<file path="src/rtl/dsls_pkg.sv">
`timescale 1ns / 1ps

package dsls_pkg;

  localparam int COORD_BITS = 10;
  localparam int FRAC_BITS  = 16;

  localparam int STEP_W    = COORD_BITS;
  localparam int POS_W     = COORD_BITS + FRAC_BITS + 1;
  localparam int INC_W     = FRAC_BITS + 2;
  localparam int QUO_W     = FRAC_BITS + 1;
  localparam int NUM_W     = COORD_BITS + FRAC_BITS + 1;
  localparam int DIV_CNT_W = $clog2(NUM_W + 1);
  localparam int CHAN_W    = 8;
  localparam int COLOUR_W  = 3 * CHAN_W;
  localparam int STYLE_W   = 2;
  localparam int PHASE_W   = 3;

  localparam int IN_RAW_W   = 4 * COORD_BITS + STYLE_W + COLOUR_W;
  localparam int IN_DATA_W  = ((IN_RAW_W + 7) / 8) * 8;
  localparam int OUT_RAW_W  = 2 * COORD_BITS + COLOUR_W;
  localparam int OUT_DATA_W = ((OUT_RAW_W + 7) / 8) * 8;
  localparam int OUT_USER_W = 2;

  localparam int QUEUE_AW    = 2;
  localparam int QUEUE_DEPTH = 1 << QUEUE_AW;

  localparam logic [STYLE_W-1:0] STYLE_SOLID = 2'd0;
  localparam logic [STYLE_W-1:0] STYLE_DASH  = 2'd1;
  localparam logic [STYLE_W-1:0] STYLE_DOT   = 2'd2;

  // bit n is the plot flag for pattern phase n
  localparam logic [7:0] MASK_SOLID = 8'hFF;
  localparam logic [7:0] MASK_DASH  = 8'h0F;
  localparam logic [7:0] MASK_DOT   = 8'h55;

  typedef enum logic {
    OP_START = 1'b0,
    OP_STEP  = 1'b1
  } op_t;

  typedef enum logic {
    BK_RUN,
    BK_DIV
  } back_state_t;

  typedef struct packed {
    op_t                   op;
    logic [COORD_BITS-1:0] x0;
    logic [COORD_BITS-1:0] y0;
    logic [COORD_BITS-1:0] mag_x;
    logic [COORD_BITS-1:0] mag_y;
    logic                  neg_x;
    logic                  neg_y;
    logic [STEP_W-1:0]     steps;
    logic [STYLE_W-1:0]    style;
    logic [COLOUR_W-1:0]   colour;
  } queue_entry_t;

  typedef struct packed {
    logic                  valid_res;
    logic                  plot;
    logic [COORD_BITS-1:0] pixel_x;
    logic [COORD_BITS-1:0] pixel_y;
    logic [CHAN_W-1:0]     red_out;
    logic [CHAN_W-1:0]     green_out;
    logic [CHAN_W-1:0]     blue_out;
    logic                  last_pixel;
  } result_t;

  typedef struct packed {
    logic                  start;
    logic [COORD_BITS-1:0] mag_x;
    logic [COORD_BITS-1:0] mag_y;
    logic [STEP_W-1:0]     steps;
  } div_req_t;

  typedef struct packed {
    logic             done;
    logic [QUO_W-1:0] quo_x;
    logic [QUO_W-1:0] quo_y;
  } div_rsp_t;

endpackage

</file>
<file path="src/rtl/dsls_front.sv">
`timescale 1ns / 1ps

module dsls_front
  import dsls_pkg::*;
(
  input  logic                 in_tvalid,
  output logic                 in_tready,
  input  logic [IN_DATA_W-1:0] in_tdata,
  input  logic                 in_tuser,
  input  logic                 q_full,
  output logic                 q_push,
  output queue_entry_t         q_entry
);

  logic [COORD_BITS-1:0] x_s, y_s, x_e, y_e;
  logic [COORD_BITS:0]   dx, dy, ax, ay;

  assign x_s = in_tdata[COORD_BITS-1:0];
  assign y_s = in_tdata[2*COORD_BITS-1:COORD_BITS];
  assign x_e = in_tdata[3*COORD_BITS-1:2*COORD_BITS];
  assign y_e = in_tdata[4*COORD_BITS-1:3*COORD_BITS];

  assign dx = {1'b0, x_e} - {1'b0, x_s};
  assign dy = {1'b0, y_e} - {1'b0, y_s};
  assign ax = dx[COORD_BITS] ? -dx : dx;
  assign ay = dy[COORD_BITS] ? -dy : dy;

  assign in_tready = !q_full;
  assign q_push    = in_tvalid && !q_full;

  always_comb begin
    q_entry        = '0;
    q_entry.op     = op_t'(in_tuser);
    q_entry.x0     = x_s;
    q_entry.y0     = y_s;
    q_entry.mag_x  = ax[COORD_BITS-1:0];
    q_entry.mag_y  = ay[COORD_BITS-1:0];
    q_entry.neg_x  = dx[COORD_BITS];
    q_entry.neg_y  = dy[COORD_BITS];
    // step count is the longer axis
    q_entry.steps  = (ax > ay) ? ax[STEP_W-1:0] : ay[STEP_W-1:0];
    q_entry.style  = in_tdata[4*COORD_BITS+STYLE_W-1:4*COORD_BITS];
    // colour held as {red, green, blue}
    q_entry.colour = {in_tdata[4*COORD_BITS+STYLE_W+CHAN_W-1:4*COORD_BITS+STYLE_W],
                      in_tdata[4*COORD_BITS+STYLE_W+2*CHAN_W-1:4*COORD_BITS+STYLE_W+CHAN_W],
                      in_tdata[4*COORD_BITS+STYLE_W+3*CHAN_W-1:
                               4*COORD_BITS+STYLE_W+2*CHAN_W]};
  end

endmodule

</file>
<file path="src/rtl/dsls_queue.sv">
`timescale 1ns / 1ps

module dsls_queue
  import dsls_pkg::*;
(
  input  logic         clk,
  input  logic         rst_n,
  input  logic         push,
  input  queue_entry_t din,
  input  logic         pop,
  output queue_entry_t dout,
  output logic         not_empty,
  output logic         full
);

  queue_entry_t          mem_r [QUEUE_DEPTH];
  logic [QUEUE_AW-1:0]   wr_ptr_r, wr_ptr_nxt;
  logic [QUEUE_AW-1:0]   rd_ptr_r, rd_ptr_nxt;
  logic [QUEUE_AW:0]     count_r, count_nxt;

  assign not_empty = (count_r != '0);
  assign full      = (count_r == (QUEUE_AW + 1)'(QUEUE_DEPTH));
  assign dout      = mem_r[rd_ptr_r];

  always_comb begin
    wr_ptr_nxt = push ? wr_ptr_r + 1'b1 : wr_ptr_r;
    rd_ptr_nxt = pop ? rd_ptr_r + 1'b1 : rd_ptr_r;
    count_nxt  = count_r;
    if (push && !pop) begin
      count_nxt = count_r + 1'b1;
    end else if (pop && !push) begin
      count_nxt = count_r - 1'b1;
    end
  end

  always_ff @(posedge clk) begin
    if (!rst_n) begin
      wr_ptr_r <= '0;
      rd_ptr_r <= '0;
      count_r  <= '0;
    end else begin
      wr_ptr_r <= wr_ptr_nxt;
      rd_ptr_r <= rd_ptr_nxt;
      count_r  <= count_nxt;
    end
  end

  always_ff @(posedge clk) begin
    if (push) begin
      mem_r[wr_ptr_r] <= din;
    end
  end

endmodule

</file>
<file path="src/rtl/dsls_div.sv">
`timescale 1ns / 1ps

module dsls_div
  import dsls_pkg::*;
(
  input  logic     clk,
  input  logic     rst_n,
  input  div_req_t req,
  output div_rsp_t rsp
);

  logic                  busy_r, busy_nxt;
  logic                  done_r, done_nxt;
  logic [DIV_CNT_W-1:0]  cnt_r, cnt_nxt;
  logic [STEP_W-1:0]     steps_r, steps_nxt;
  logic [NUM_W-1:0]      nq_x_r, nq_x_nxt, nq_y_r, nq_y_nxt;
  logic [COORD_BITS-1:0] rem_x_r, rem_x_nxt, rem_y_r, rem_y_nxt;
  logic [NUM_W-1:0]      half_step;

  // one restoring step: shift in the next numerator bit, shift out a quotient bit
  function automatic logic [COORD_BITS+NUM_W-1:0] div_step(
    input logic [COORD_BITS-1:0] rem,
    input logic [NUM_W-1:0]      nq,
    input logic [STEP_W-1:0]     d
  );
    logic [COORD_BITS:0] sh;
    logic [COORD_BITS:0] dd;
    logic                qb;
    sh = {rem, nq[NUM_W-1]};
    dd = {1'b0, d};
    qb = (sh >= dd);
    if (qb) begin
      sh = sh - dd;
    end
    return {sh[COORD_BITS-1:0], nq[NUM_W-2:0], qb};
  endfunction

  // numerator carries the round-to-nearest bias of half a step
  assign half_step = {{(NUM_W - STEP_W + 1){1'b0}}, req.steps[STEP_W-1:1]};

  always_comb begin
    busy_nxt  = busy_r;
    done_nxt  = 1'b0;
    cnt_nxt   = cnt_r;
    steps_nxt = steps_r;
    nq_x_nxt  = nq_x_r;
    nq_y_nxt  = nq_y_r;
    rem_x_nxt = rem_x_r;
    rem_y_nxt = rem_y_r;
    if (req.start) begin
      busy_nxt  = 1'b1;
      cnt_nxt   = DIV_CNT_W'(NUM_W);
      steps_nxt = req.steps;
      nq_x_nxt  = {1'b0, req.mag_x, {FRAC_BITS{1'b0}}} + half_step;
      nq_y_nxt  = {1'b0, req.mag_y, {FRAC_BITS{1'b0}}} + half_step;
      rem_x_nxt = '0;
      rem_y_nxt = '0;
    end else if (busy_r) begin
      {rem_x_nxt, nq_x_nxt} = div_step(rem_x_r, nq_x_r, steps_r);
      {rem_y_nxt, nq_y_nxt} = div_step(rem_y_r, nq_y_r, steps_r);
      cnt_nxt = cnt_r - 1'b1;
      if (cnt_r == DIV_CNT_W'(1)) begin
        busy_nxt = 1'b0;
        done_nxt = 1'b1;
      end
    end
  end

  always_ff @(posedge clk) begin
    if (!rst_n) begin
      busy_r <= 1'b0;
      done_r <= 1'b0;
      cnt_r  <= '0;
    end else begin
      busy_r <= busy_nxt;
      done_r <= done_nxt;
      cnt_r  <= cnt_nxt;
    end
  end

  always_ff @(posedge clk) begin
    steps_r <= steps_nxt;
    nq_x_r  <= nq_x_nxt;
    nq_y_r  <= nq_y_nxt;
    rem_x_r <= rem_x_nxt;
    rem_y_r <= rem_y_nxt;
  end

  assign rsp.done  = done_r;
  assign rsp.quo_x = nq_x_r[QUO_W-1:0];
  assign rsp.quo_y = nq_y_r[QUO_W-1:0];

endmodule

</file>
<file path="src/rtl/dsls_back.sv">
`timescale 1ns / 1ps

module dsls_back
  import dsls_pkg::*;
(
  input  logic         clk,
  input  logic         rst_n,
  input  logic         q_valid,
  input  queue_entry_t q_head,
  output logic         q_pop,
  output div_req_t     div_req,
  input  div_rsp_t     div_rsp,
  output logic         out_valid,
  input  logic         out_ready,
  output result_t      out_res
);

  back_state_t          state_r, state_nxt;
  logic [POS_W-1:0]     pos_x_r, pos_x_nxt, pos_y_r, pos_y_nxt;
  logic [INC_W-1:0]     inc_x_r, inc_x_nxt, inc_y_r, inc_y_nxt;
  logic                 neg_x_r, neg_x_nxt, neg_y_r, neg_y_nxt;
  logic [STEP_W-1:0]    steps_left_r, steps_left_nxt;
  logic [PHASE_W-1:0]   phase_r, phase_nxt;
  logic [STYLE_W-1:0]   style_r, style_nxt;
  logic [COLOUR_W-1:0]  colour_r, colour_nxt;
  logic                 out_valid_r, out_valid_nxt;
  result_t              out_res_r, out_res_nxt;
  logic                 slot_free;
  logic [POS_W-1:0]     pos_x_adv, pos_y_adv;
  logic [INC_W-1:0]     quo_x_ext, quo_y_ext;
  logic [7:0]           mask_cur;

  function automatic logic [7:0] style_mask(input logic [STYLE_W-1:0] style);
    logic [7:0] m;
    case (style)
      STYLE_SOLID: m = MASK_SOLID;
      STYLE_DASH:  m = MASK_DASH;
      STYLE_DOT:   m = MASK_DOT;
      default:     m = MASK_SOLID;
    endcase
    return m;
  endfunction

  // floor(pos + 1/2), clamped to the coordinate range
  function automatic logic [COORD_BITS-1:0] to_pixel(input logic [POS_W-1:0] pos);
    logic [POS_W:0]      v;
    logic [COORD_BITS:0] p;
    logic [COORD_BITS-1:0] r;
    v = {pos[POS_W-1], pos}
        + {{(POS_W - FRAC_BITS + 1){1'b0}}, 1'b1, {(FRAC_BITS - 1){1'b0}}};
    p = v[POS_W-1:FRAC_BITS];
    if (v[POS_W]) begin
      r = '0;
    end else if (p[COORD_BITS]) begin
      r = '1;
    end else begin
      r = p[COORD_BITS-1:0];
    end
    return r;
  endfunction

  assign slot_free = !out_valid_r || out_ready;
  assign pos_x_adv = pos_x_r + {{(POS_W - INC_W){inc_x_r[INC_W-1]}}, inc_x_r};
  assign pos_y_adv = pos_y_r + {{(POS_W - INC_W){inc_y_r[INC_W-1]}}, inc_y_r};
  assign quo_x_ext = {1'b0, div_rsp.quo_x};
  assign quo_y_ext = {1'b0, div_rsp.quo_y};
  assign mask_cur  = style_mask(style_r);

  always_comb begin
    state_nxt = state_r;
    case (state_r)
      BK_RUN: begin
        if (div_req.start) begin
          state_nxt = BK_DIV;
        end
      end
      BK_DIV: begin
        if (div_rsp.done) begin
          state_nxt = BK_RUN;
        end
      end
      default: state_nxt = BK_RUN;
    endcase
  end

  always_comb begin
    pos_x_nxt      = pos_x_r;
    pos_y_nxt      = pos_y_r;
    inc_x_nxt      = inc_x_r;
    inc_y_nxt      = inc_y_r;
    neg_x_nxt      = neg_x_r;
    neg_y_nxt      = neg_y_r;
    steps_left_nxt = steps_left_r;
    phase_nxt      = phase_r;
    style_nxt      = style_r;
    colour_nxt     = colour_r;
    out_res_nxt    = out_res_r;
    out_valid_nxt  = out_valid_r && !out_ready;
    q_pop          = 1'b0;
    div_req.start  = 1'b0;
    div_req.mag_x  = q_head.mag_x;
    div_req.mag_y  = q_head.mag_y;
    div_req.steps  = q_head.steps;
    case (state_r)
      BK_RUN: begin
        if (q_valid && slot_free) begin
          q_pop         = 1'b1;
          out_valid_nxt = 1'b1;
          out_res_nxt   = '0;
          if (q_head.op == OP_START) begin
            pos_x_nxt      = {1'b0, q_head.x0, {FRAC_BITS{1'b0}}};
            pos_y_nxt      = {1'b0, q_head.y0, {FRAC_BITS{1'b0}}};
            inc_x_nxt      = '0;
            inc_y_nxt      = '0;
            neg_x_nxt      = q_head.neg_x;
            neg_y_nxt      = q_head.neg_y;
            steps_left_nxt = q_head.steps;
            phase_nxt      = '0;
            style_nxt      = q_head.style;
            colour_nxt     = q_head.colour;
            // zero-length line needs no increments
            div_req.start  = (q_head.steps != '0);
          end else if (steps_left_r != '0) begin
            pos_x_nxt              = pos_x_adv;
            pos_y_nxt              = pos_y_adv;
            steps_left_nxt         = steps_left_r - 1'b1;
            phase_nxt              = phase_r + 1'b1;
            out_res_nxt.valid_res  = 1'b1;
            out_res_nxt.plot       = mask_cur[phase_r];
            out_res_nxt.pixel_x    = to_pixel(pos_x_adv);
            out_res_nxt.pixel_y    = to_pixel(pos_y_adv);
            out_res_nxt.red_out    = colour_r[3*CHAN_W-1:2*CHAN_W];
            out_res_nxt.green_out  = colour_r[2*CHAN_W-1:CHAN_W];
            out_res_nxt.blue_out   = colour_r[CHAN_W-1:0];
            out_res_nxt.last_pixel = (steps_left_r == STEP_W'(1));
          end
        end
      end
      BK_DIV: begin
        if (div_rsp.done) begin
          inc_x_nxt = neg_x_r ? -quo_x_ext : quo_x_ext;
          inc_y_nxt = neg_y_r ? -quo_y_ext : quo_y_ext;
        end
      end
      default: ;
    endcase
  end

  always_ff @(posedge clk) begin
    if (!rst_n) begin
      state_r      <= BK_RUN;
      steps_left_r <= '0;
      phase_r      <= '0;
      out_valid_r  <= 1'b0;
    end else begin
      state_r      <= state_nxt;
      steps_left_r <= steps_left_nxt;
      phase_r      <= phase_nxt;
      out_valid_r  <= out_valid_nxt;
    end
  end

  always_ff @(posedge clk) begin
    pos_x_r   <= pos_x_nxt;
    pos_y_r   <= pos_y_nxt;
    inc_x_r   <= inc_x_nxt;
    inc_y_r   <= inc_y_nxt;
    neg_x_r   <= neg_x_nxt;
    neg_y_r   <= neg_y_nxt;
    style_r   <= style_nxt;
    colour_r  <= colour_nxt;
    out_res_r <= out_res_nxt;
  end

  assign out_valid = out_valid_r;
  assign out_res   = out_res_r;

endmodule

</file>
<file path="src/rtl/dda_styled_line_stepper_core.sv">
// Styled line stepper.
// Input channel in_*: one request per item. in_tuser is the op: start a line
// (endpoints, style and colour in in_tdata) or advance one step. Every
// request gives exactly one result on out_*, in request order.
// A start returns an all-zero result with valid_res clear; a step returns
// the next pixel, its plot flag and the colour, with out_tlast on the line's
// final pixel, or an all-zero result when no line is active.
// An accepted request is written into the queue, popped from it by the back
// end into the output register when nothing waits ahead of it, and offered on out_*.
// Throughput: step requests sustain one per cycle while out_tready stays high. A
// start with a nonzero length holds the back end while the restoring divider
// forms both increments one quotient bit per cycle; requests behind it wait in
// the 4-entry queue.
// Reset clears the queue, the output register and the active line.
// When out_tready is low the result holds in the output register, the back
// end stops, and in_tready drops once the queue is full.
`timescale 1ns / 1ps

module dda_styled_line_stepper_core
  import dsls_pkg::*;
(
  input  logic                  clk,
  input  logic                  rst_n,
  input  logic                  in_tvalid,
  output logic                  in_tready,
  // x_start, y_start, x_end, y_end, line_style, red_in, green_in, blue_in, zero pad
  input  logic [IN_DATA_W-1:0]  in_tdata,
  // op
  input  logic                  in_tuser,
  output logic                  out_tvalid,
  input  logic                  out_tready,
  // pixel_x, pixel_y, red_out, green_out, blue_out, zero pad
  output logic [OUT_DATA_W-1:0] out_tdata,
  // valid_res, plot
  output logic [OUT_USER_W-1:0] out_tuser,
  output logic                  out_tlast
);

  logic         q_push, q_pop, q_full, q_valid;
  queue_entry_t q_entry, q_head;
  div_req_t     div_req;
  div_rsp_t     div_rsp;
  result_t      res;

  dsls_front u_front (
    .in_tvalid (in_tvalid),
    .in_tready (in_tready),
    .in_tdata  (in_tdata),
    .in_tuser  (in_tuser),
    .q_full    (q_full),
    .q_push    (q_push),
    .q_entry   (q_entry)
  );

  dsls_queue u_queue (
    .clk       (clk),
    .rst_n     (rst_n),
    .push      (q_push),
    .din       (q_entry),
    .pop       (q_pop),
    .dout      (q_head),
    .not_empty (q_valid),
    .full      (q_full)
  );

  dsls_div u_div (
    .clk   (clk),
    .rst_n (rst_n),
    .req   (div_req),
    .rsp   (div_rsp)
  );

  dsls_back u_back (
    .clk       (clk),
    .rst_n     (rst_n),
    .q_valid   (q_valid),
    .q_head    (q_head),
    .q_pop     (q_pop),
    .div_req   (div_req),
    .div_rsp   (div_rsp),
    .out_valid (out_tvalid),
    .out_ready (out_tready),
    .out_res   (res)
  );

  assign out_tdata = {{(OUT_DATA_W - OUT_RAW_W){1'b0}},
                      res.blue_out, res.green_out, res.red_out, res.pixel_y, res.pixel_x};
  assign out_tuser = {res.plot, res.valid_res};
  assign out_tlast = res.last_pixel;

endmodule

</file>
<file path="config.mk">
export PLATFORM = sky130hd
export DESIGN_NAME = dda_styled_line_stepper_core
export DESIGN_NICKNAME = d
export VERILOG_FILES = /design/src/rtl/dsls_pkg.sv /design/src/rtl/dsls_front.sv /design/src/rtl/dsls_queue.sv /design/src/rtl/dsls_div.sv /design/src/rtl/dsls_back.sv /design/src/rtl/dda_styled_line_stepper_core.sv
export SDC_FILE = /design/constraint.sdc
export NUM_CORES = 1
export LEC_CHECK = 0
export ABC_CLOCK_PERIOD_IN_PS = 10700
export BUFFER_PORTS_ARGS = -buffer_cell sky130_fd_sc_hd__buf_4
export CAP_MARGIN = 30
export CORE_MARGIN = 2
export CORE_UTILIZATION = 62
export DETAILED_ROUTE_END_ITERATION = 10
export PLACE_DENSITY = 0.8
export RECOVER_POWER = 50
export SYNTH_ARGS = -nofsm -noshare
export SYNTH_HDL_FRONTEND = slang
export SYNTH_SLANG_ARGS = --single-unit
</file>
<file path="constraint.sdc">
create_clock -name clk -period 10.7 [get_ports clk]
set_input_delay 1.605 -clock clk [delete_from_list [all_inputs] [get_ports clk]]
set_output_delay 1.605 -clock clk [all_outputs]
set_load 0.005 [all_outputs]
</file>
# ---- Word level (Yosys, flattened, before mapping)
# Memories as Yosys holds them, arrays and structs flattened. A register that Yosys moved wholly into a read port is not among the register bits.
# Index checks and enable logic that the tools add are counted.
dict set report word_totals {
  register_bits 278
  ram_bits 316
  elab_cells 154
  memories 1
  in_bits 77
}
dict set report op_classes {
  n_addsub 21
  n_eq_ne 9
  bitwise_logic 5
  n_lt_le_gt_ge 4
  muxes 55
  n_reduce_logical 25
}
# name depth width read_ports rd_ports_with_merged_regs wr line
set mem_list {}
lappend mem_list {u_queue.mem_r 4 79 1 1 1 dsls_queue.sv:16} ;# queue_entry_t mem_r [QUEUE_DEPTH];
# op n
set ops {}
lappend ops {{27-bit two-way mux} 6}
lappend ops {{18-bit two-way mux} 6}
lappend ops {{10-bit two-way mux} 9}
lappend ops {{18-bit case mux with 2 select lines} 2}
lappend ops {{27-bit by 17-bit adder with 28-bit output, second input constant} 2}
lappend ops {{26-bit by 9-bit adder with 27-bit output} 2}
lappend ops {{27-bit adder} 2}
lappend ops {{26-bit two-way mux} 2}
lappend ops {{47-bit two-way mux} 1}
lappend ops {{17-bit negator with 18-bit output} 2}
lappend ops {{11-bit by 10-bit >= comparator with 1-bit output} 2}
lappend ops {{11-bit two-way mux} 2}
lappend ops {{11-bit negator} 2}
lappend ops {{10-bit by 10-bit subtractor with 11-bit output} 2}
lappend ops {{10-bit nonzero test} 2}
lappend ops {{10-bit subtractor} 2}
lappend ops {{1-bit two-way mux} 16}
lappend ops {{8-bit case mux with 2 select lines} 1}
lappend ops {{3-bit two-way mux} 4}
lappend ops {{11-bit greater-than comparator} 1}
lappend ops {{10-bit by 1-bit == test with 1-bit output, second input constant} 1}
lappend ops {{5-bit two-way mux} 2}
lappend ops {{10-bit by 1-bit subtractor with 10-bit output, second input constant} 1}
lappend ops {{3-bit AND reduction} 3}
lappend ops {{other kinds (23)} 44}

# ---- Depth between registers and ports, before layout
# Gate-level depths: netlist of the first run.
dict set report logic_depth {
  word_depth 8
  depth_mapped 26
  ltp_nobuf 24
}

# ---- By module
# A second synthesis of the first run with hierarchy kept.
dict set report unflattened {
  cells_unflattened 2305
  area_unflattened_um2 30279.0
}
# mod cells_each n_inst seq_area_each_um2 area_per_inst_um2
set modules_own_cells {}
lappend modules_own_cells {dsls_queue 456 1 9669.3 11828.8}
lappend modules_own_cells {dsls_back 1081 1 5255.0 11254.5}
lappend modules_own_cells {dsls_div 441 1 2462.4 4903.5}
lappend modules_own_cells {dsls_front 322 1 0.0 2258.4}
lappend modules_own_cells {dda_styled_line_stepper_core 5 1 0.0 33.8}

# ---- Worst setup path before layout of the first run
# No wires, ideal clock.
dict set report synth_path {
  path_type {in2reg}
  startpoint {in out_tready}
  endpoint {reg u_back.inc_x_r[0] (enable)}
  t_required_ns 10.306
  path_stages 7
  setup_time_ns 0.394
  arrival_ns 7.856
  path_buffers 1
  path_slack_ns 2.450
  path_cell_list {nor2b_1 -> nor3_1 -> inv_1 -> nor2_1 -> clkbuf_1 -> inv_1 -> nand2_1}
}
dict set report synth_between {
  elab_chain_len 4
}
# item line
set synth_rtl {}
lappend synth_rtl {{start: declaration} dda_styled_line_stepper_core.sv:31} ;# input logic out_tready,
lappend synth_rtl {{1-bit logical OR} dsls_back.sv:62} ;# assign slot_free = !out_valid_r || out_ready;
lappend synth_rtl {{1-bit logical AND} dsls_back.sv:106} ;# if (q_valid && slot_free) begin
lappend synth_rtl {{2-bit by 1-bit inequality test with 1-bit output (no source line)} --}
lappend synth_rtl {{3-bit AND reduction (no source line)} --}
lappend synth_rtl {{end signal: assignment} dsls_back.sv:166} ;# inc_x_r <= inc_x_nxt;
lappend synth_rtl {{end: declaration} dsls_back.sv:20} ;# logic [INC_W-1:0] inc_x_r, inc_x_nxt, inc_y_r, inc_y_nxt;
# Every way passes these cells.
# A chain may end at the register's enable or synchronous reset.

# ---- Worst setup path after layout of the first run
dict set report layout_path {
  startpoint {in out_tready}
  endpoint {reg u_div.nq_x_r[12] (enable)}
}
dict set report layout_between {
  elab_chain_len 5
}
# item line
set layout_rtl {}
lappend layout_rtl {{1-bit logical OR} dsls_back.sv:62}
lappend layout_rtl {{1-bit logical AND} dsls_back.sv:106}
lappend layout_rtl {{1-bit two-way mux} dsls_back.sv:106}
lappend layout_rtl {{1-bit two-way mux} dsls_back.sv:104} ;# case (state_r)
lappend layout_rtl {{2-bit nonzero test (no source line)} --}
lappend layout_rtl {{end signal: assignment} dsls_div.sv:83} ;# nq_x_r <= nq_x_nxt;
lappend layout_rtl {{end: declaration} dsls_div.sv:16} ;# logic [NUM_W-1:0] nq_x_r, nq_x_nxt, nq_y_r, nq_y_nxt;
# Every way passes these cells.

==> results of run 1 <==
-- path summary, 6_finish.rpt --
| path | slack [ns] | endpoint | cells past startpoint | from |
|---|---|---|---|---|
| setup / recovery | 3.47 | u_div.nq_x_r[12] | 11 | out_tready |
| hold / removal | 0.47 | u_div.rem_y_r[9] | 2 | u_div.rem_y_r[9] |
| setup reg to reg | 3.49 | u_div.nq_x_r[12] | 10 | u_back.state_r |
| hold reg to reg | 0.47 | u_div.rem_y_r[9] | 2 | u_div.rem_y_r[9] |
-- routing by layer --
layer  GRT usage, %  wire, um  vias up
met5              0        11        -
met2           45.9     31700      646
met4           9.44      2310        2
li1               -         -     8442
met3           5.41      4300      166
met1           34.5     25400     8930
-- stage by stage --
step | instances | utilization [%] | setup slack (ns) | hold WS [ns] | power, mW
after floorplan | 2201 | - | 2.45 | 0.446 | 7.41
after CTS | 2975 | 70.8 | 4.02 | 0.476 | 10.9
after detailed placement | 2863 | 66.4 | 3.43 | 0.467 | 8.75
after global placement | 2861 | 66.3 | 3.78 | 0.456 | 8.54
final | 2977 | 70.2 | 3.47 | 0.471 | 10.9
after global routing | 2977 | 70.2 | 3.07 | 0.500 | 11.6
-- worst register-to-register path, cell delays in order, from the launching register on --
cell and delay [ns]:
dfxtp_1 0.29, clkbuf_1 0.58, nor3_1 0.37, clkbuf_1 2.76
inv_1 0.78, nor2_4 0.25, buf_4 0.53, nand2_1 0.20
inv_2 0.09, or2_2 0.45, buf_4 0.54
-- registers in the layout (all words and copies together), names as in the netlist, 2 cells and up, named ones only --
signal               count
u_div.cnt_r              5
u_div.rem_y_r           10
u_queue.wr_ptr_r         2
u_back.out_res          47
u_back.pos_y_r          27
u_div.steps_r           10
u_div.nq_x_r            27
u_div.rem_x_r           10
u_queue.mem_r          316
u_back.inc_x_r          18
u_back.inc_y_r          18
u_queue.count_r          3
u_back.style_r           2
u_queue.rd_ptr_r         2
u_back.steps_left_r     10
u_back.colour_r         24
u_back.pos_x_r          27
u_back.phase_r           3
u_div.nq_y_r            27
-- placed cells by master, fill, tap and decap left out, drive strengths merged, types with 28 or more instances in the layout --
| cell | Yosys | final |
|---|---|---|
| edfxtp | 545 | 545 |
| nand2 | 240 | 240 |
| a21oi | 143 | 143 |
| clkbuf | 52 | 136 |
| ha | 119 | 119 |
| nor2 | 119 | 119 |
| inv | 107 | 111 |
| o21ai | 106 | 106 |
| buf | 27 | 84 |
| xnor2 | 81 | 81 |
| mux4 | 78 | 78 |
| and2 | 69 | 69 |
| xor2 | 53 | 53 |
| dfxtp | 51 | 51 |
| nor2b | 43 | 43 |
| nand3 | 29 | 29 |
| mux2i | 28 | 28 |
-- report_power, final --
part	switching, mW	total (mW)	leakage (nW)	internal (mW)
registers	0.357	3.98	5.51	3.62
logic	2.96	4.83	5.31	1.87
clock network	0.898	2.11	0.960	1.21
-- cell families after synthesis --
logic type      share of synthesized area (%)
simple gates                             10.8
flops                                    60.6
compound gates                           8.98
buf+inv                                  2.59
xor+xnor                                 4.14
fa+ha+maj                                5.68
mux                                      7.18
other cells                            0.0131
-- cell type report --
cell class,instances,area [um^2]
clock inverters,35,410
fillers,2974,13600
inverters,108,405
flip-flops and latches,596,17400
well taps,600,751
clock buffers,77,1570
multi-input cells,1418,10600
repair buffers,143,872
==> results.md, run 1 <==
- Status: complete, but fails checks
- Failing checks: max-capacitance violations, max-slew violations
- Routed Antenna Nets: 0
- Die area: 48000 um^2
- Final Cycle Share: 67.6%
- Most Frequent Cell on Critical Path: buf_4
- Core area: 45600 um^2
- Placed Area: 30300 um^2
- GRT Total Usage: 26.9%
- PwrDens: 341 nW/um^2
- Final Hold Fails: 0
- Critical Path, Cell by Cell: buf_4, nor2b_1, nor3_1, clkbuf_1, inv_1, nor2_4, buf_4, nand2_1, inv_2, or2_2, buf_4
- Final Setup Violations: 0
- EDFF count, synth: 545
- DIE HEIGHT: 219 um
- Pre-antenna DRT Iters: 6
- Half-perimeter wire length after placement: 41700 um
- Hold_buf cts: 0
- Worst Skew: 0.0689 ns
- Maximum vdd ir drop: 190 uV
- Starting Density: 63.0%
- Final WL: 63700 um
- Slew headroom: -161%
- Peak Freq: 138 MHz
- Die width: 219 um
- Worst-Margin Slew: 3.91 ns
- Leak pwr: 11.8 nW
- Nets: 2530
- Worst path max stage delay: 2.76 ns
- Final GP Congestion: 0.882
- H-tree Lvls: 2
- Row cnt: 78
- Number of global-route vias before repair: 18.3k
- RSZ-0062 raised after global routing: false
- Largest cells by area after synthesis: edfxtp_1 57%, mux4_2 6.1%, ha_1 5.2%, dfxtp_1 3.6%, nand2_1 3.1%
- CP delay by family, top: buffers and inverters
- Seq cells post-synth: 596
- Global-route wire length before repair: 98900 um
- Syn Std Cell Area: 28700 um^2
- Sequential-to-total area share from yosys stat: 60.6%
- Synth-to-Final Area Change: 11.5%
- Post-CTS setup buffer count: 0
- TritonCTS Buffers: 60
- Final setup TNS: 0 ns
- CTS tree: done
- Via-per-instance ratio: 6.11
- Reg clk slew, reported paths: 0.06 ns
- Arrival @ worst endpoint: 7.46 ns
- Clk root buf: clkbuf_16
- Routed len/inst: 21.4 um
- Total gr overflow: 0
- Hold crit path type: flip-flop to flip-flop
- Max-slew violations: 474
- Synth top cells by count: 545 x edfxtp_1, 240 x nand2_1, 141 x a21oi_1, 119 x ha_1, 118 x nor2_1
- Clk sinks: 596
- DRC violations left: 0
- Cell taking the most area after synthesis: edfxtp_1
- CP required: 10.93 ns
- Top_reg_cell synth: edfxtp_1
- Sum of buffers and inverters on the critical path: 6
- Critical path peak fanout: 55
- Initial antenna violation count: 1
- Unique masters post-synth: 86
- Largest net degree at the start of global routing: 72
- Worst path slowest cell: clkbuf_1
- Synthesis Warnings: 0
- CP Capture Type: flip-flop
- Total I/O pin count: 130
- Most common cell in the netlist: edfxtp_1
- Layout cell share with drive strength beyond 1: 12.1%
- Final Cell Area: 32000 um^2
- Vias: 18.2k
- Avg Cell Area, Syn: 13.1 um^2
- Skew-Pair Late Insertion Delay: 0.66 ns
- Clock buffer depth: 3
- Synth Instances: 2198
- Maxcap violations: 10
- PortBufs: 119
- CP Class: primary input to flip-flop
- # resized after CTS: 0
- CP Launch Type: primary input
- Minimum clock period: 7.23 ns
- Antenna Cells: 0
- DRC marker count from the first detailed-route iteration: 1607
- Yosys top cell area share: 57.0%
- Synth async-reset ratio: 0%
Note: power is estimated with default switching activity, not from simulation.
==> run 2: changes to the inputs <==
ABC_CLOCK_PERIOD_IN_PS = 6300   (was 10700)
CORE_UTILIZATION = 56   (was 62)
PLACE_DENSITY = 0.76   (was 0.8)
clock period = 6.3 ns   (was 10.7 ns; I/O delays follow)
==> run 2 against run 1 <==
The run still ends with max-capacitance violations, max-slew violations left. Combinational power is 69% higher. Cell count is 2.8% higher. Sequential power is 67% higher. Cell area is 0.59% higher. Die area is 11% higher. Clock skew is 0.014 ns lower. Clock power is 73% higher.
==> results.md, run 2 (same netlist as run 1, synthesis figures left out) <==
- RSZ-0062 raised after global routing: false
- Final Hold Fails: 0
- Final Util: 63.9%
- Clk root buf: clkbuf_16
- Synth-to-Final Area Change: 12.2%
- Final GP Congestion: 0.897
- Vias: 18.1k
- FILL cells: 3634
- Total I/O pin count: 130
- DRC violations left: 0
- PwrDens: 573 nW/um^2
- Largest register by flop count: u_queue.mem_r
- Global-route wire length before repair: 98500 um
- Pre-antenna DRT Iters: 5
- Final WL: 62500 um
- GRT Total Usage: 23.7%
- Hold crit path type: flip-flop to flip-flop
- Routed Antenna Nets: 0
- Commonest non-fill, non-tap cell in the layout: edfxtp_1
- Reg clk slew, reported paths: 0.06 ns
- Routed len/inst: 20.4 um
- Final setup TNS: 0 ns
- Clock buffer depth: 3
- Worst path slowest cell: a21oi_1
- Total gr overflow: 0
- Switching Power: 7.08 mW
- Power share of the clock group: 19.7%
- H-tree Lvls: 2
- DRC marker count from the first detailed-route iteration: 1465
- DIE HEIGHT: 230 um
- Critical path peak fanout: 14
- Status: complete, but fails checks
- Half-perimeter wire length after placement: 41900 um
- TritonCTS Buffers: 61
- Worst Skew: 0.0550 ns
- Final WS setup: 0.517 ns
- PortBufs: 119
- Largest net degree at the start of global routing: 72
- Core area: 50400 um^2
- Clk sinks: 596
- Final Setup Violations: 0
- Peak Freq: 173 MHz
- Max-slew violations: 364
- CP Class: primary input to flip-flop
- CP Capture Type: flip-flop
- Most frequent cells in the layout: 545 x edfxtp_1, 240 x nand2_1, 141 x a21oi_1, 119 x ha_1, 118 x nor2_1
- Worst path max stage delay: 0.82 ns
- # resized after CTS: 0
- CP required: 6.69 ns
- Maximum vdd ir drop: 323 uV
- Nets: 2539
- Leak pwr: 11.8 nW
- Skew-Pair Late Insertion Delay: 0.65 ns
- Starting Density: 57.0%
- Via-per-instance ratio: 5.91
- Final Cycle Share: 91.8%
- Die width: 230 um
- CP delay by family, top: compound AO/OA/AOI/OAI gates
- Most Frequent Cell on Critical Path: o21a_1
- Power share of the combinational group: 44.2%
- Hold_buf cts: 0
- Worst-Margin Slew: 3.63 ns
- Minimum clock period: 5.78 ns
- Initial antenna violation count: 0
- CP Launch Type: primary input
- Layout cell share with drive strength beyond 1: 12.4%
- Sequential group share of total power: 36.1%
- Number of flip-flops in the largest register: 316
- Post-CTS setup buffer count: 0
- Hold_ws: 0.478 ns
- Maxcap violations: 8
- Sw Ratio: 38.4%
- Failing checks: max-capacitance violations, max-slew violations
- Row cnt: 82
- Internal power: 11.4 mW
- Die area: 53100 um^2
- Sum of buffers and inverters on the critical path: 5
- Number of global-route vias before repair: 18.1k
- CTS tree: done
- Setup WS pre-CTS: 0.0283 ns
- Slew headroom: -142%
- Arrival @ worst endpoint: 6.17 ns
-- run 2: final timing paths --
check	startpoint	end	slack, ns	cells after the start
max	in_tdata[30]	u_queue.mem_r[1][31]	0.52	25
min	u_div.rem_y_r[9]	u_div.rem_y_r[9]	0.48	2
max reg2reg	flip-flop	u_back.out_res[37]	1.01	7
min reg2reg	u_div.rem_y_r[9]	u_div.rem_y_r[9]	0.48	2
-- run 2: power groups by stage --
| stage | clock [mW] | combinational [mW] | sequential [mW] |
|---|---|---|---|
| 2_1_floorplan | 0 | 6.02 | 6.56 |
| 3_3_place_gp | 0 | 7.92 | 6.65 |
| 3_5_place_dp | 0 | 8.14 | 6.70 |
| 4_1_cts | 3.69 | 8.22 | 6.64 |
| 5_1_grt | 3.83 | 9.09 | 6.77 |
| 6_report | 3.64 | 8.16 | 6.66 |
-- run 2: final cells by class --
type                            instances  area [um^2]  area share [%]
Antenna cell                            1         2.50         0.00777
Tap cell                              672          841            2.61
Multi-Input combinational cell       1418        10600            32.9
Inverter                              108          405            1.26
Clock inverter                         39          455            1.41
Timing Repair Buffer                  151          901            2.80
Clock buffer                           75         1600            4.97
Sequential cell                       596        17400            54.0
-- run 2: per-stage QoR --
step,power (mW),cells,cell area (um^2)
3_3_place_gp,14.6,2941,30400
4_1_cts,18.5,3057,32500
2_1_floorplan,12.6,2201,28700
5_1_grt,19.7,3059,32200
6_report,18.5,3060,32200
3_5_place_dp,14.8,2943,30500
-- run 2: routing by layer --
layer	up-vias	part of all wire [%]	global-route usage, %
met3	109	5.7	3.35
met2	565	49	40.2
met5	-	0	0
met1	8948	43	32.0
met4	0	2.2	6.96
li1	8467	-	-
-- run 2: worst reg2reg max path, cell delays in order, from the launching register on --
cell      delay, ns
dfxtp_1        0.73
nand2_1        0.22
o21ai_4        0.09
clkbuf_1       2.35
a31oi_1        0.31
clkbuf_2       0.60
o21ai_1        0.62
a21oi_1        0.10
==> run 3: changes to the inputs <==
MAX_ROUTING_LAYER = met4   (was not set)
SYNTH_HIERARCHICAL = 1   (was not set)
==> run 3 against run 2 <==
The flow still finishes with violations (max-capacitance violations, max-slew violations). Global-route usage hardly changed. Sequential power is 2% higher. Critical endpoint is now u_queue/mem_r[2][1]. Routed wire length is 3.0% higher. Setup slack better by 0.51 ns. Register-to-register slack better by 0.02 ns. Sequential cell count stayed put. Critical path depth is 21 lower. Cell area is 1.6% higher.
==> results.md, run 3 <==
- Commonest non-fill, non-tap cell in the layout: edfxtp_1
- CTS tree: done
- Arrival @ worst endpoint: 5.55 ns
- Register area: 17400 um^2
- Placed insts: 2949
- Wl on met1: 27700 um
- Syn Std Cell Area: 30300 um^2
- Worst Skew: 0.0602 ns
- DIE HEIGHT: 237 um
- Maximum vdd ir drop: 372 uV
- Largest net degree at the start of global routing: 55
- Synth top cells by count: 545 x edfxtp_1, 128 x nand2_1, 125 x inv_1, 122 x a21oi_1
- Starting Density: 56.5%
- CP required: 6.58 ns
- Post-CTS setup buffer count: 0
- Routed Antenna Nets: 0
- R2R Setup Slk: 1.03 ns
- Peak Freq: 190 MHz
- Non-filler instance count after layout: 3063
- Critical path peak fanout: 45
- PwrDens: 590 nW/um^2
- Power share of the combinational group: 46.6%
- Power share of the clock group: 18.1%
- FILL cells: 4039
- Area of the multi-input gates: 11200 um^2
- Avg Cell Area, Syn: 13.1 um^2
- Die area: 55900 um^2
- Final setup TNS: 0 ns
- EDFF count, synth: 545
- GRT Total Usage: 23.6%
- Xor-xnor portion of the synthesized cell area: 4.36%
- Hold_buf cts: 0
- Global-route wire length before repair: 101000 um
- Maxcap violations: 5
- Via-per-instance ratio: 5.98
- PortBufs: 119
- Slew headroom: -170%
- Final Util: 61.0%
- Die width: 237 um
- Final WS setup: 1.03 ns
- Mux share of post-synthesis cell area: 7.90%
- Switching Power: 7.67 mW
- Sequential-to-total area share from yosys stat: 57.4%
- Unique masters post-synth: 108
- Compound-Gate Fraction of Synth Area: 9.45%
- Layout cell share with drive strength beyond 1: 14.3%
- DR WL met3: 3970 um
- Failing checks: max-capacitance violations, max-slew violations
- Number of global-route vias before repair: 18.3k
- Adder and majority gate portion of the synthesized area: 5.38%
- Max Used Layer: met4
- Synth Instances: 2305
- Half-perimeter wire length after placement: 43800 um
- Min-Delay Endpoint: u_div/rem_y_r[1]
- Yosys top cell area share: 54.0%
- Vias: 18.3k
- Met2 routed WL: 31100 um
- Final GP Congestion: 0.926
- # resized after CTS: 0
- Largest family of logic cells by synthesized area: simple AND/OR/NAND/NOR gates
- Status: complete, but fails checks
- Sw Ratio: 39.7%
- Final WL: 64400 um
- CP Capture Type: flip-flop
- Pre-antenna DRT Iters: 6
- Sequential group share of total power: 35.3%
- R2r worst-path depth: 4
- Leak pwr: 11.6 nW
- Reg2Reg Capture Point: u_queue/mem_r[2][1]
- DRC marker count from the first detailed-route iteration: 1566
- TritonCTS Buffers: 60
- Critical R2R Launch: u_queue/count_r[0]
- DRC violations left: 0
- Routed len/inst: 21.0 um
- Hold crit path type: flip-flop to flip-flop
- RSZ-0062 raised after global routing: false
- Final Cycle Share: 83.7%
- Cell taking the most area after synthesis: edfxtp_1
- Largest cells by area after synthesis: edfxtp_1 54%, mux4_2 5.9%, ha_1 4.9%, dfxtp_1 3.4%, buf_4 2.9%
- Top_reg_cell synth: edfxtp_1
- Internal power: 11.6 mW
- Worst-Margin Slew: 4.05 ns
- Row cnt: 85
- Clock buffer depth: 3
- WHS Path Cells: 2
- CP Class: flip-flop to flip-flop
- Simple-gate share of the synthesized area: 9.76%
- Total gr overflow: 0
- CP Launch Type: flip-flop
- H-tree Lvls: 2
- Nets: 2518
- Clk sinks: 596
- Total I/O pin count: 130
- Setup WS pre-CTS: 0.710 ns
- Hold_ws: 0.473 ns
- Synth-to-Final Area Change: 8.01%
- Minimum clock period: 5.27 ns
- Final Hold Fails: 0
- Most frequent cells in the layout: 545 x edfxtp_1, 128 x nand2_1, 124 x inv_1, 122 x a21oi_1, 119 x ha_1
- Final Setup Violations: 0
- Synthesis Warnings: 6
- Synth async-reset ratio: 0%
- Reg clk slew, reported paths: 0.06 ns
- Hold_sp: u_div/rem_y_r[1]
- Number of flip-flops in the largest register: 316
- Most common cell in the netlist: edfxtp_1
- Clk root buf: clkbuf_16
- Skew-Pair Late Insertion Delay: 0.66 ns
- Largest register by flop count: u_queue/mem_r
- Seq cells post-synth: 596
- Initial antenna violation count: 4
- Max-slew violations: 233
- Core area: 53600 um^2
## run 3: cell count changes in the layout (fill, tap and decap cells not counted), sizes merged, moves of 11 or more
cell and change:
a21oi -16, inv +17, mux2 +32, nand2 -111
nor3 +12, xnor2 +11
## run 3: cell type report
type	count	area share (%)
antenna	3	0.0230
clock buffer	71	4.72
clock inverter	40	1.23
inverter	127	1.46
multi-input combinational	1391	34.2
sequential	596	53.2
tap	696	2.66
timing repair buffer	139	2.56
## run 3: critical path: stages (launching register included)
cell and delay, ns:
dfxtp_1 0.41, nor3b_1 0.16, nor2b_1 0.50, and2_0 2.68, clkbuf_2 1.14
## run 3: power groups by stage
| stage | logic [mW] | clock network [mW] | registers [mW] |
|---|---|---|---|
| floorplan | 7.10 | 0 | 6.56 |
| CTS | 9.01 | 3.56 | 6.81 |
| finish | 9.00 | 3.49 | 6.82 |
| global route | 9.84 | 3.71 | 6.94 |
| detailed placement | 8.93 | 0 | 6.88 |
| global placement | 8.69 | 0 | 6.82 |
## run 3: how the worst max path moves through the flow
stage                             from                    to  cells past startpoint  slack [ns]
floorplan                 in_tdata[20]  u_queue/mem_r[0][28]                     19        1.25
global placement          in_tdata[20]  u_queue/mem_r[0][33]                     20        0.89
detailed placement        in_tdata[20]  u_queue/mem_r[2][33]                     20        0.71
CTS                       in_tdata[20]  u_queue/mem_r[2][33]                     20        1.33
global route        u_queue/count_r[0]  u_queue/mem_r[0][76]                      4        0.64
finish              u_queue/count_r[0]   u_queue/mem_r[2][1]                      4        1.03
## run 3: per-stage QoR
step | total power, mW | cell area [um^2]
2_1_floorplan | 13.7 | 30300
3_3_place_gp | 15.5 | 31000
3_5_place_dp | 15.8 | 31000
4_1_cts | 19.4 | 32900
5_1_grt | 20.5 | 32700
6_report | 19.3 | 32700
## run 3: routing by layer
| layer | global-route usage (%) | vias to the layer above |
|---|---|---|
| met5 | - | - |
| met4 | 6.35 | 0 |
| met3 | 3.46 | 108 |
| met2 | 38.1 | 629 |
| met1 | 31.7 | 9045 |
| li1 | - | 8529 |
## run 3: cells by family after synthesis
family,Yosys count
simple gates,554
flops,596
fa+ha+maj,126
buf+inv,321
compound gates,424
xor+xnor,147
other cells,1
mux,136
